**config.mk**
```make
export PLATFORM = sky130hd
export DESIGN_NAME = gff_gray
export DESIGN_NICKNAME = d
export VERILOG_FILES = /design/src/hdl/gff_pkg.sv /design/src/hdl/gff_gray.sv
export SDC_FILE = /design/constraint.sdc
export NUM_CORES = 1
export LEC_CHECK = 0
export BUFFER_PORTS_ARGS = -buffer_cell sky130_fd_sc_hd__buf_2
export CORE_AREA = 4 4 106 108
export DETAILED_ROUTE_END_ITERATION = 12
export DIE_AREA = 0 0 110 112
export PLACE_DENSITY = 0.88
export SETUP_SLACK_MARGIN = 0.05
export SYNTH_ARGS = -nofsm -noshare
export SYNTH_HDL_FRONTEND = slang
export SYNTH_SLANG_ARGS = --single-unit
```
**constraint.sdc**
```tcl
create_clock -name i_clk -period 5.6 [get_ports i_clk]
set_input_delay 0.28 -clock i_clk [delete_from_list [all_inputs] [get_ports i_clk]]
set_output_delay 0.28 -clock i_clk [all_outputs]
set_load 0.005 [all_outputs]
```
**src/hdl/gff_pkg.sv**
```systemverilog
// Shared types and constants of the grayscale frame flipper.
package gff_pkg;

    // Configuration port
    localparam int CFG_IDX_W  = 2;
    localparam int CFG_DATA_W = 10;

    localparam logic [CFG_IDX_W-1:0] CFG_WIDTH  = 2'd0;
    localparam logic [CFG_IDX_W-1:0] CFG_HEIGHT = 2'd1;
    localparam logic [CFG_IDX_W-1:0] CFG_MODE   = 2'd2;

    // Flip modes; the fourth code behaves as both flips.
    localparam logic [1:0] MODE_MIRROR = 2'd0;
    localparam logic [1:0] MODE_VFLIP  = 2'd1;
    localparam logic [1:0] MODE_BOTH   = 2'd2;

    // Operations
    localparam logic OP_LOAD = 1'b0;
    localparam logic OP_READ = 1'b1;

    // Result status codes
    localparam logic [1:0] ST_VALID      = 2'd0;
    localparam logic [1:0] ST_NOT_LOADED = 2'd1;
    localparam logic [1:0] ST_EMPTY      = 2'd2;

    // Gray conversion: floor((21*r + 72*g + 7*b) / 100).
    // The sum stays below 25600, so the division is a multiplication by
    // ceil(2^19 / 100) followed by a shift.
    localparam int GRAY_WR    = 21;
    localparam int GRAY_WG    = 72;
    localparam int GRAY_WB    = 7;
    localparam int SUM_W      = 15;
    localparam int RECIP_W    = 13;
    localparam int GRAY_RECIP = 5243;
    localparam int GRAY_SHIFT = 19;
    localparam int PROD_W     = SUM_W + RECIP_W;

    typedef struct packed {
        logic       opcode;
        logic [7:0] blue;
        logic [7:0] green;
        logic [7:0] red;
    } t_in_item;

    typedef struct packed {
        logic [7:0] gray;
        logic       row_end;
        logic       last;
        logic [1:0] status;
    } t_out_item;

endpackage

```
**src/hdl/gff_gray.sv**
```systemverilog
// BGR to gray conversion: weighted sum registered, then division by reciprocal.
module gff_gray (
    input  logic       i_clk,
    input  logic       i_load,
    input  logic [7:0] i_blue,
    input  logic [7:0] i_green,
    input  logic [7:0] i_red,
    output logic [7:0] o_gray
);

    logic [gff_pkg::SUM_W-1:0]  r_sum;
    logic [gff_pkg::PROD_W-1:0] prod;

    always_ff @(posedge i_clk) begin
        if (i_load) begin
            r_sum <= gff_pkg::SUM_W'(i_red)   * gff_pkg::SUM_W'(gff_pkg::GRAY_WR)
                   + gff_pkg::SUM_W'(i_green) * gff_pkg::SUM_W'(gff_pkg::GRAY_WG)
                   + gff_pkg::SUM_W'(i_blue)  * gff_pkg::SUM_W'(gff_pkg::GRAY_WB);
        end
    end

    // The reciprocal is exact for every sum below 43690.
    assign prod   = gff_pkg::PROD_W'(r_sum) * gff_pkg::PROD_W'(gff_pkg::GRAY_RECIP);
    assign o_gray = prod[gff_pkg::GRAY_SHIFT +: 8];

endmodule

```
==> impl_results.md <==
- Worst slew margin: 55.8%
- Post-synthesis net count: 842
- DR WL/cell: 18.0 µm
- Final setup violation count: 4
- Flops & latches, synth: 15
- Top Registers: r_sum x15
- Final Cycle Share: 104%
- Pin count of the biggest net entering global routing: 16
- Initial DRC Count: 175
- Most flop-heavy register: r_sum
- CTS Buf Count: 3
- CP endpoint kind: primary output
- # diodes: 0
- Drt drc: 0
- Min-delay src: i_red[0]
- Die area: 12,300 µm²
- RSZ-0062 raised after global routing: yes
- Nets: 910
- Tmin final: 5810 ps
- Pre-CTS setup slack: -14.4 ps
- Status: complete, but fails checks
- Hold Path Cell Cnt: 2
- MaxCap Viol Count: 0
- Worst-Margin Slew: 647 ps
- Drt pass-1 iters: 4
- Pins Over Slew Limit: 0
- I/O pin cnt: 34
- Post-Synthesis Cells: 567
- Worst path arrival time: 5530 ps
- First-pass GRT wire length: 23,600 µm
- Clk Tree Root Cell: clkbuf_8
- PortBufs: 33
- Critical Path Source Type: flip-flop
- Largest register FFs: 15
- Core Region: 10,200 µm²
- Die height: 112 µm
- Die width: 110 µm
- Hold EP: r_sum[0]$_DFFE_PP_
- TritonCTS Sinks: 15
- Critical path peak fanout: 4
- GR Util All Layers: 24.3%
- Max Freq: 172 MHz
- DRT Wirelength: 13,900 µm
- Vias in the first global route: 4,987
- Via count: 4,257
- Post-DP HPWL: 10,500 µm
- # rows: 37
- Hold Vio Cnt, Final: 0
- H-tree levels: 1
- Syn avg cell area: 10.3 µm²
- Layout cells sized above 1: 18.1%
- Mapped Area: 5870 µm²
- Synthesis-to-finish area growth: 15.2%
- Clk buf depth: 2
- RePlAce Congestion: 0.892
- Yosys warns: 0
- Starting Density: 57.3%
- Setup ws final: -213 ps
- Failing checks: negative setup slack
- Grt ovf: 0
- Worst EP required: 5320 ps
- Setup CP Type: reg2out
- Post-synth cell types: 39
- Vias/cell: 5.53
- Hold Path Class: in2reg
- Register area share after synthesis: 7.68%
- Clk pin slew, worst setup/hold paths: 70 ps
- Final ANT Viol Nets: 0
- Antenna violations before repair: 0
- Hold Buf Count CTS: 0
- CTS tree: done
==> worst max-delay path by stage <==
stage / startpoint / to / slack, ps
3_5_place_dp: r_sum[10]$_DFFE_PP_ / o_gray[7] / -10
4_1_cts: r_sum[10]$_DFFE_PP_ / o_gray[7] / 30
5_1_grt: r_sum[10]$_DFFE_PP_ / o_gray[7] / -350
3_3_place_gp: r_sum[10]$_DFFE_PP_ / o_gray[7] / 130
2_1_floorplan: r_sum[8]$_DFFE_PP_ / o_gray[7] / 290
6_report: r_sum[10]$_DFFE_PP_ / o_gray[7] / -210
==> stage by stage <==
| step | utilization, % | instances | instance area, µm² | TNS, ps | hold slack [ps] |
|---|---|---|---|---|---|
| floorplan | - | 567 | 5870 | 0 | 392 |
| global placement | 60.3 | 732 | 6170 | 0 | 640 |
| detailed placement | 60.3 | 732 | 6170 | -14.4 | 641 |
| CTS | 64.9 | 762 | 6640 | 0 | 387 |
| global route | 66.0 | 770 | 6760 | -1280 | 410 |
| finish | 66.0 | 770 | 6760 | -569 | 383 |
==> cells in the final DEF (no fill, tap or decap), types with 2 or more instances in the layout <==
master,n
edfxtp_1,15
or3_1,2
nor2b_1,4
o211ai_1,5
nand4_1,5
clkbuf_8,3
inv_1,159
nor2_1,12
fa_1,98
o21a_1,3
nand2b_1,2
or4_1,2
or2_2,3
buf_2,33
xor2_1,4
ha_1,131
fa_2,4
buf_6,7
a21oi_1,13
a21o_1,7
xnor2_1,22
nand2_1,6
nor4_1,2
ha_4,15
buf_4,30
inv_2,10
o21ai_0,8
nand3_1,3
o41ai_1,2
==> per-layer routing <==
metal | routed length (µm) | GRT usage, %
met5 | 0 | 0
met4 | 762 | 11.1
met3 | 601 | 3.71
met2 | 7450 | 44.0
met1 | 5040 | 27.4
==> area by class of cell <==
| type | count | area [µm²] |
|---|---|---|
| multi-input cells | 375 | 4970 |
| fillers | 708 | 3470 |
| flip-flops and latches | 15 | 450 |
| clock buffers | 3 | 41.3 |
| inverters | 169 | 634 |
| well taps | 136 | 170 |
| clock inverters | 1 | 5.00 |
| repair buffers | 71 | 489 |
==> Yosys cell counts, drive strengths merged <==
cell / count / share of area (%)
xnor2: 22 / 3.3
o311a: 1 / 0.17
nor3: 1 / 0.085
o41ai: 2 / 0.30
o21a: 3 / 0.38
o31ai: 1 / 0.13
inv: 169 / 11
a211oi: 1 / 0.21
a2111oi: 1 / 0.15
nor2: 12 / 0.77
xor2: 4 / 0.60
and2: 1 / 0.11
edfxtp: 15 / 7.7
o21ba: 1 / 0.17
nor2b: 4 / 0.43
a21oi: 14 / 1.2
ha: 147 / 31
a21o: 7 / 0.90
o211ai: 5 / 0.64
fa: 102 / 35
nor4: 3 / 0.32
nand3: 3 / 0.26
or3: 3 / 0.32
or2: 3 / 0.32
nand2b: 2 / 0.21
a31oi: 2 / 0.21
a311o: 1 / 0.17
o21ai: 9 / 0.77
o221ai: 1 / 0.15
o41a: 1 / 0.19
o211a: 1 / 0.17
o31a: 1 / 0.15
nand2: 6 / 0.38
a22oi: 1 / 0.13
or4: 2 / 0.26
buf: 8 / 1.0
a211o: 1 / 0.15
nand4: 5 / 0.53
o21bai: 1 / 0.13
==> cell families after synthesis <==
family | after synthesis | synth area share, %
XOR/XNOR | 26 | 3.88
buffers and inverters | 177 | 11.8
AND/OR/NAND/NOR | 45 | 3.99
adder cells (fa/ha/maj) | 249 | 66.2
AO/OA/AOI/OAI | 55 | 6.46
flip-flops | 15 | 7.68
==> what timing repair did <==
action / 4_1_cts / 5_1_grt
endpoints found under the hold margin: 0 / 0
gates resized for setup: 34 / 11
pin swaps: 35 / 19
setup endpoints to repair: 4 / 5
buffers inserted: 26 / 8
==> worst max-delay path, stage by stage, from the launching register on <==
cell      delay, ps
edfxtp_1        460
buf_4           190
ha_4            250
fa_1            470
fa_1            510
inv_1            60
fa_1            460
fa_1            540
inv_1            60
ha_4            260
a211oi_4        200
nor2_1           80
o211a_1         230
o41a_1          440
o21a_1          260
or4_1           540
nand4_1         140
buf_2           130
Power is left out: the tool's default activity adds up to more than one toggle a clock period on the data nets, which glitch-free logic cannot reach.
